`src/stkc_pkg.sv`:
```
// ---------------------------------------------------------------------------
// stkc_pkg
// widths, command and status codes shared by the stack calculator files
// ---------------------------------------------------------------------------
`default_nettype none

package stkc_pkg;

    localparam int DATA_W          = 32;
    localparam int CMD_W           = 3;
    localparam int TAG_W           = 3;
    localparam int STATUS_W        = 3;
    localparam int DEPTH_W         = 5;
    localparam int STACK_DEPTH_DEF = 16;

    // command codes
    localparam logic [CMD_W-1:0] CMD_PUSH  = 3'd0;
    localparam logic [CMD_W-1:0] CMD_ADD   = 3'd1;
    localparam logic [CMD_W-1:0] CMD_SUB   = 3'd2;
    localparam logic [CMD_W-1:0] CMD_MUL   = 3'd3;
    localparam logic [CMD_W-1:0] CMD_DIV   = 3'd4;
    localparam logic [CMD_W-1:0] CMD_PRINT = 3'd5;

    // status codes
    localparam logic [STATUS_W-1:0] ST_OK   = 3'd0;
    localparam logic [STATUS_W-1:0] ST_FEW  = 3'd1;
    localparam logic [STATUS_W-1:0] ST_PUSH = 3'd2;
    localparam logic [STATUS_W-1:0] ST_DIVZ = 3'd3;
    localparam logic [STATUS_W-1:0] ST_BAD  = 3'd4;

endpackage

`default_nettype wire

```
`src/stkc_ram.sv`:
```
// ---------------------------------------------------------------------------
// stkc_ram
// generic ram, one write port and two registered read ports
// ---------------------------------------------------------------------------
`default_nettype none

module stkc_ram #(
    parameter int WIDTH = 8,
    parameter int DEPTH = 16
) (
    input  wire logic                     i_clk,
    input  wire logic                     i_we,
    input  wire logic [$clog2(DEPTH)-1:0] i_waddr,
    input  wire logic [WIDTH-1:0]         i_wdata,
    input  wire logic [$clog2(DEPTH)-1:0] i_raddr_a,
    input  wire logic [$clog2(DEPTH)-1:0] i_raddr_b,
    output logic      [WIDTH-1:0]         o_rdata_a,
    output logic      [WIDTH-1:0]         o_rdata_b
);

    logic [WIDTH-1:0] r_mem [DEPTH];

    // write and registered reads
    always_ff @(posedge i_clk) begin
        if (i_we) begin
            r_mem[i_waddr] <= i_wdata;
        end
        o_rdata_a <= r_mem[i_raddr_a];
        o_rdata_b <= r_mem[i_raddr_b];
    end

endmodule

`default_nettype wire

```
`src/stkc_div.sv`:
```
// ---------------------------------------------------------------------------
// stkc_div
// signed divider truncating toward zero, one quotient bit per cycle
// ---------------------------------------------------------------------------
`default_nettype none

module stkc_div (
    input  wire logic                        i_clk,
    input  wire logic                        i_rst_n,
    input  wire logic                        i_start,
    input  wire logic [stkc_pkg::DATA_W-1:0] i_num,
    input  wire logic [stkc_pkg::DATA_W-1:0] i_den,
    output logic                             o_done,
    output logic      [stkc_pkg::DATA_W-1:0] o_quot
);

    localparam int DW = stkc_pkg::DATA_W;
    localparam int NW = $clog2(DW);

    logic          r_busy;
    logic          r_done;
    logic [NW-1:0] r_cnt;
    logic          r_neg;
    logic [DW-1:0] r_q;
    logic [DW-1:0] r_rem;
    logic [DW-1:0] r_den;

    logic [DW:0]   w_shift;
    logic [DW:0]   w_diff;
    logic          w_fit;

    // trial subtract of one restoring step
    assign w_shift = {r_rem, r_q[DW-1]};
    assign w_diff  = w_shift - {1'b0, r_den};
    assign w_fit   = (w_shift >= {1'b0, r_den});

    // iteration control and datapath
    always_ff @(posedge i_clk) begin
        if (!i_rst_n) begin
            r_busy <= 1'b0;
            r_done <= 1'b0;
            r_cnt  <= '0;
        end else begin
            r_done <= 1'b0;
            if (i_start) begin
                r_busy <= 1'b1;
                r_cnt  <= '0;
                r_neg  <= i_num[DW-1] ^ i_den[DW-1];
                r_q    <= i_num[DW-1] ? (DW'(0) - i_num) : i_num;
                r_den  <= i_den[DW-1] ? (DW'(0) - i_den) : i_den;
                r_rem  <= '0;
            end else if (r_busy) begin
                r_rem <= w_fit ? w_diff[DW-1:0] : w_shift[DW-1:0];
                r_q   <= {r_q[DW-2:0], w_fit};
                r_cnt <= r_cnt + NW'(1);
                if (r_cnt == NW'(DW - 1)) begin
                    r_busy <= 1'b0;
                    r_done <= 1'b1;
                end
            end
        end
    end

    assign o_done = r_done;
    assign o_quot = r_neg ? (DW'(0) - r_q) : r_q;

endmodule

`default_nettype wire

```
`src/stack_calculator_core_top.sv`:
```
// Push, add, sub, mul, print and any rejected command give their beat from S_EXEC,
// registered into o_done; a divide gives its beat from S_DIV once the divider is done.
// A new command is taken only in S_IDLE, not while busy; busy covers S_EXEC and,
// for a divide, S_DIV, which lasts for its 32-step bit-serial divider.
// Reset (synchronous, active low) empties the stack; the stack ram is not cleared.
// The result strobe o_done lasts one cycle and cannot be held off.
// ---------------------------------------------------------------------------
// stack_calculator_core_top
// stack machine calculator with its entries held in a synchronous ram
// ---------------------------------------------------------------------------
`default_nettype none

module stack_calculator_core_top #(
    parameter int STACK_DEPTH = stkc_pkg::STACK_DEPTH_DEF
) (
    input  wire logic                                i_clk,
    input  wire logic                                i_rst_n,
    input  wire logic                                start,
    input  wire logic        [stkc_pkg::CMD_W-1:0]    i_cmd,
    input  wire logic signed [stkc_pkg::DATA_W-1:0]   i_operand,
    output logic                                     busy,
    output logic                                     o_done,
    output logic             [stkc_pkg::STATUS_W-1:0] o_status,
    output logic                                     o_printed,
    output logic signed      [stkc_pkg::DATA_W-1:0]   o_print_value,
    output logic             [stkc_pkg::TAG_W-1:0]    o_print_tag,
    output logic             [stkc_pkg::DEPTH_W-1:0]  o_depth
);

    localparam int DW = stkc_pkg::DATA_W;
    localparam int TW = stkc_pkg::TAG_W;
    localparam int EW = TW + DW;
    localparam int CW = $clog2(STACK_DEPTH + 1);
    localparam int AW = $clog2(STACK_DEPTH);

    typedef enum logic [1:0] {S_IDLE, S_EXEC, S_DIV} t_state;

    t_state                          r_state, n_state;
    logic [CW-1:0]                   r_count, n_count;
    logic [stkc_pkg::CMD_W-1:0]      r_cmd, n_cmd;
    logic [DW-1:0]                   r_operand, n_operand;
    logic                            r_done, n_done;
    logic [stkc_pkg::STATUS_W-1:0]   r_status, n_status;
    logic                            r_printed, n_printed;
    logic [DW-1:0]                   r_pval, n_pval;
    logic [TW-1:0]                   r_ptag, n_ptag;
    logic [stkc_pkg::DEPTH_W-1:0]    r_depth, n_depth;

    logic          w_we;
    logic [AW-1:0] w_waddr;
    logic [EW-1:0] w_wdata;
    logic [AW-1:0] w_raddr_top;
    logic [AW-1:0] w_raddr_next;
    logic [EW-1:0] w_rd_top;
    logic [EW-1:0] w_rd_next;
    logic [DW-1:0] w_top;
    logic [DW-1:0] w_next;
    logic [DW-1:0] w_prod;
    logic [DW-1:0] w_alu;
    logic          w_div_start;
    logic          w_div_done;
    logic [DW-1:0] w_quot;

    // top two entries are always addressed; the read data is registered, so it is valid in the cycle after
    assign w_raddr_top  = AW'(r_count - CW'(1));
    assign w_raddr_next = AW'(r_count - CW'(2));

    stkc_ram #(
        .WIDTH (EW),
        .DEPTH (STACK_DEPTH)
    ) u_ram (
        .i_clk     (i_clk),
        .i_we      (w_we),
        .i_waddr   (w_waddr),
        .i_wdata   (w_wdata),
        .i_raddr_a (w_raddr_top),
        .i_raddr_b (w_raddr_next),
        .o_rdata_a (w_rd_top),
        .o_rdata_b (w_rd_next)
    );

    assign w_top  = w_rd_top[DW-1:0];
    assign w_next = w_rd_next[DW-1:0];

    stkc_div u_div (
        .i_clk   (i_clk),
        .i_rst_n (i_rst_n),
        .i_start (w_div_start),
        .i_num   (w_top),
        .i_den   (w_next),
        .o_done  (w_div_done),
        .o_quot  (w_quot)
    );

    // add, sub and mul of top with next
    assign w_prod = w_top * w_next;

    always_comb begin
        unique case (r_cmd)
            stkc_pkg::CMD_ADD: w_alu = w_top + w_next;
            stkc_pkg::CMD_SUB: w_alu = w_top - w_next;
            default:           w_alu = w_prod;
        endcase
    end

    // command sequencing and stack update
    always_comb begin
        n_state     = r_state;
        n_count     = r_count;
        n_cmd       = r_cmd;
        n_operand   = r_operand;
        n_done      = 1'b0;
        n_status    = r_status;
        n_printed   = r_printed;
        n_pval      = r_pval;
        n_ptag      = r_ptag;
        n_depth     = r_depth;
        w_we        = 1'b0;
        w_waddr     = AW'(r_count - CW'(2));
        w_wdata     = {r_cmd, w_alu};
        w_div_start = 1'b0;

        unique case (r_state)
            S_IDLE: begin
                if (start) begin
                    n_cmd     = i_cmd;
                    n_operand = i_operand;
                    n_state   = S_EXEC;
                end
            end
            S_EXEC: begin
                n_state   = S_IDLE;
                n_done    = 1'b1;
                n_status  = stkc_pkg::ST_OK;
                n_printed = 1'b0;
                n_pval    = '0;
                n_ptag    = '0;
                priority if (r_cmd == stkc_pkg::CMD_PUSH) begin
                    if (r_operand == '1 || r_count >= CW'(STACK_DEPTH)) begin
                        n_status = stkc_pkg::ST_PUSH;
                    end else begin
                        w_we    = 1'b1;
                        w_waddr = AW'(r_count);
                        w_wdata = {TW'(0), r_operand};
                        n_count = r_count + CW'(1);
                    end
                end else if (r_cmd == stkc_pkg::CMD_ADD || r_cmd == stkc_pkg::CMD_SUB ||
                             r_cmd == stkc_pkg::CMD_MUL || r_cmd == stkc_pkg::CMD_DIV) begin
                    priority if (r_count < CW'(2)) begin
                        n_status = stkc_pkg::ST_FEW;
                    end else if (r_cmd == stkc_pkg::CMD_DIV && w_next == '0) begin
                        n_status = stkc_pkg::ST_DIVZ;
                    end else if (r_cmd == stkc_pkg::CMD_DIV) begin
                        w_div_start = 1'b1;
                        n_done      = 1'b0;
                        n_state     = S_DIV;
                    end else begin
                        w_we    = 1'b1;
                        n_count = r_count - CW'(1);
                    end
                end else if (r_cmd == stkc_pkg::CMD_PRINT) begin
                    if (r_count < CW'(1)) begin
                        n_status = stkc_pkg::ST_FEW;
                    end else begin
                        n_count   = r_count - CW'(1);
                        n_printed = 1'b1;
                        n_pval    = w_top;
                        n_ptag    = w_rd_top[EW-1:DW];
                    end
                end else begin
                    n_status = stkc_pkg::ST_BAD;
                end
            end
            S_DIV: begin
                if (w_div_done) begin
                    w_we      = 1'b1;
                    w_wdata   = {r_cmd, w_quot};
                    n_count   = r_count - CW'(1);
                    n_done    = 1'b1;
                    n_state   = S_IDLE;
                end
            end
            default: begin
                n_state = S_IDLE;
            end
        endcase

        if (n_done) begin
            n_depth = stkc_pkg::DEPTH_W'(n_count);
        end
    end

    // state and registered result beat
    always_ff @(posedge i_clk) begin
        if (!i_rst_n) begin
            r_state <= S_IDLE;
            r_count <= '0;
            r_done  <= 1'b0;
        end else begin
            r_state   <= n_state;
            r_count   <= n_count;
            r_done    <= n_done;
            r_cmd     <= n_cmd;
            r_operand <= n_operand;
            r_status  <= n_status;
            r_printed <= n_printed;
            r_pval    <= n_pval;
            r_ptag    <= n_ptag;
            r_depth   <= n_depth;
        end
    end

    assign busy          = (r_state != S_IDLE);
    assign o_done        = r_done;
    assign o_status      = r_status;
    assign o_printed     = r_printed;
    assign o_print_value = r_pval;
    assign o_print_tag   = r_ptag;
    assign o_depth       = r_depth;

endmodule

`default_nettype wire

```
`config.mk`:
```
export PLATFORM = sky130hd
export DESIGN_NAME = stack_calculator_core_top
export DESIGN_NICKNAME = d
export VERILOG_FILES = /design/src/stkc_pkg.sv /design/src/stkc_ram.sv /design/src/stkc_div.sv /design/src/stack_calculator_core_top.sv
export SDC_FILE = /design/constraint.sdc
export NUM_CORES = 2
export LEC_CHECK = 0
export ABC_CLOCK_PERIOD_IN_PS = 10100
export BUFFER_PORTS_ARGS = -buffer_cell sky130_fd_sc_hd__buf_2
export CORE_MARGIN = 2
export CORE_UTILIZATION = 55
export DETAILED_ROUTE_END_ITERATION = 8
export HOLD_SLACK_MARGIN = 0.15
export PLACE_DENSITY = 0.71
export SYNTH_ARGS = -nofsm -noshare
export SYNTH_HDL_FRONTEND = slang
export SYNTH_HIERARCHICAL = 1
export SYNTH_SLANG_ARGS = --single-unit
```
`constraint.sdc`:
```
create_clock -name i_clk -period 10.1 [get_ports i_clk]
set_input_delay 1.515 -clock i_clk [delete_from_list [all_inputs] [get_ports i_clk]]
set_output_delay 1.515 -clock i_clk [all_outputs]
set_load 0.005 [all_outputs]
```
==> out/metrics.yaml <==
outcome:
  status: "finished clean"
place:
  dp_hpwl_mm: 109
  gp_congestion: 0.977
  port_buffers: 83
worst_setup_path:
  reg2reg_slack_ns: 1.13
  arrival_ns: 9.23
  end_kind: "register"
  start_kind: "register"
  path_max_fanout: 18
  r2r_cells: 25
  worstSetupPathType: "reg2reg"
  r2r_end: "u_ram/r_mem[1][25]$_DFFE_PP_"
  reg2reg_from: "u_ram/o_rdata_b[9]$_DFF_P_"
  critPathRequiredTime_ns: 10.36
logic_synthesis:
  synth_area_sq_um: 56500
  syn_area_per_cell_sq_um: 12.2
  ys_warn_count: 6
  syn_inst: 4641
  syn_nets: 5290
clock_network:
  htreeDepth: 3
  clock_latency_ns: 0.70
  cts_setup_buffers: 0
  clk_pin_slew_ns: 0.07
  cts.sinks: 818
  cts_root_buf: "clkbuf_16"
  numCtsBuffers: 88
  hold_buffers: 0
  cts_resized: 0
  clock_path_buffers: 3
  cts_tree: "yes"
timing:
  period_minus_slack_ns: 8.97
  slew_headroom: 0.0550
  finalSetupTns_ns: 0
  skew_ns: 0.0543
  maxSlewViolCount: 0
  setup_viol: 0
  rsz0062_at_grt: "no"
  fmax_ghz: 0.111
  worstMarginPinSlew_ns: 1.41
  hold_viol: 0
  fin_crit_sh: 0.888
global_routing:
  grt_max_degree: 109
  grt_pass1_vias: 39113
  antenna_found_initial: 15
  grt_usage: 0.309
  grt_overflow: 0
  grt_pass1_wl_mm: 243
die:
  io_pins: 84
  dieArea_sq_um: 105000
  start_util: 0.555
  num_rows: 117
  die_w_um: 324
  coreArea_sq_um: 102000
  die_h_um: 324
routing:
  met2_length_mm: 73.4
  drc: 0
  wl_met1_mm: 62.7
  met3_length_mm: 17.1
  viasPerCell: 6.28
  wl_per_cell_um: 26.2
  totalWireLength_mm: 160
  top_layer_used: "met5"
  vias: 38455
  dr.pass1.iters: 9
  drtIter0Drc: 4371
  ant_nets: 0
hold_path:
  min_from: "u_div/r_cnt[4]$_SDFFE_PP0P_"
  min_to: "u_div/r_cnt[4]$_SDFFE_PP0P_"
  min_path_type: "reg2reg"
  worstHoldPathCells: 2
final_layout:
  syn_to_final_growth_pct: 9.27
  layout.nets: 5324
  drive_gt1_frac: 0.145
job:
  cap_viol_max_count: 0
critical path: stages (launching register included):
cell and delay, ns:
dfxtp_1 0.94, buf_4 0.36, nand2_1 0.10, fa_1 0.40
inv_1 0.08, fa_1 0.42, fa_1 0.56, inv_1 0.07
fa_1 0.53, inv_1 0.04, ha_1 0.29, ha_1 0.33
fa_1 0.55, inv_1 0.06, fa_1 0.57, inv_1 0.06
ha_1 0.35, a21o_1 0.18, a21oi_1 0.17, o21ai_0 0.21
o21ai_0 0.27, a21oi_1 0.13, o31ai_1 0.38, o21ai_0 0.18
xnor2_1 0.21, o221ai_1 1.09
sequential cells by signal, summed over array words and instances, names as in the netlist, 32 cells and up:
register and count:
o_print_value 32, r_operand 32, u_div/r_den 32, u_div/r_q 32
u_div/r_rem 32, u_ram/o_rdata_a 35, u_ram/o_rdata_b 32, u_ram/r_mem 560
metrics by stage:
step	utilization	worst slack, ns	instances	instance area, sq um	hold WS (ns)
2_1_floorplan	-	2.26	4641	56500	0.467
3_3_place_gp	0.577	1.52	5953	58700	0.481
3_5_place_dp	0.577	1.32	5953	58700	0.497
4_1_cts	0.606	1.26	6117	61700	0.514
5_1_grt	0.606	0.777	6118	61700	0.547
6_report	0.606	1.13	6123	61700	0.511
final cells by class:
class                   count  area [sq um]
fillers                  7935         40000
repair buffers            212          1400
inverters                 531          2010
clock buffers             111          2350
diodes                      6          15.0
clock inverters            53           683
flip-flops and latches    818         23700
multi-input cells        3024         29800
well taps                1368          1710
per-layer routing:
| metal | global-route usage | vias to the layer above |
|---|---|---|
| li1 | - | 16413 |
| met1 | 0.430 | 19428 |
| met2 | 0.477 | 2229 |
| met3 | 0.0594 | 379 |
| met4 | 0.134 | 6 |
| met5 | 0 | - |
layout by cell type, fill, tap and decap left out, types with 21 or more instances in the layout:
cell	n
a21o_1	36
a22o_1	37
o31ai_1	34
nand3_1	25
inv_1	526
and2_1	330
edfxtp_1	736
buf_2	83
fa_1	410
a21oi_1	162
xor2_1	102
xnor2_1	153
a22oi_1	139
clkbuf_16	88
nor3_1	33
nor2_1	143
buf_4	128
o21ai_0	112
mux4_2	268
nand2_1	494
nand2b_1	21
ha_1	201
dfxtp_1	80
how the worst max path moves through the flow:
stage	startpoint	endpoint	cells after the start
finish	u_ram/o_rdata_b[9]$_DFF_P_	u_ram/r_mem[1][25]$_DFFE_PP_	25
global route	u_ram/o_rdata_b[7]$_DFF_P_	u_ram/r_mem[8][31]$_DFFE_PP_	25
CTS	u_ram/o_rdata_b[9]$_DFF_P_	u_ram/r_mem[8][31]$_DFFE_PP_	26
detailed placement	u_ram/o_rdata_b[9]$_DFF_P_	u_ram/r_mem[3][31]$_DFFE_PP_	26
global placement	u_ram/o_rdata_b[7]$_DFF_P_	u_ram/r_mem[1][31]$_DFFE_PP_	25
floorplan	u_ram/o_rdata_b[6]$_DFF_P_	u_ram/r_mem[0][31]$_DFFE_PP_	27
Power is not shown: default switching activity piles up to over one toggle a cycle in this logic, so the estimate is an artifact.
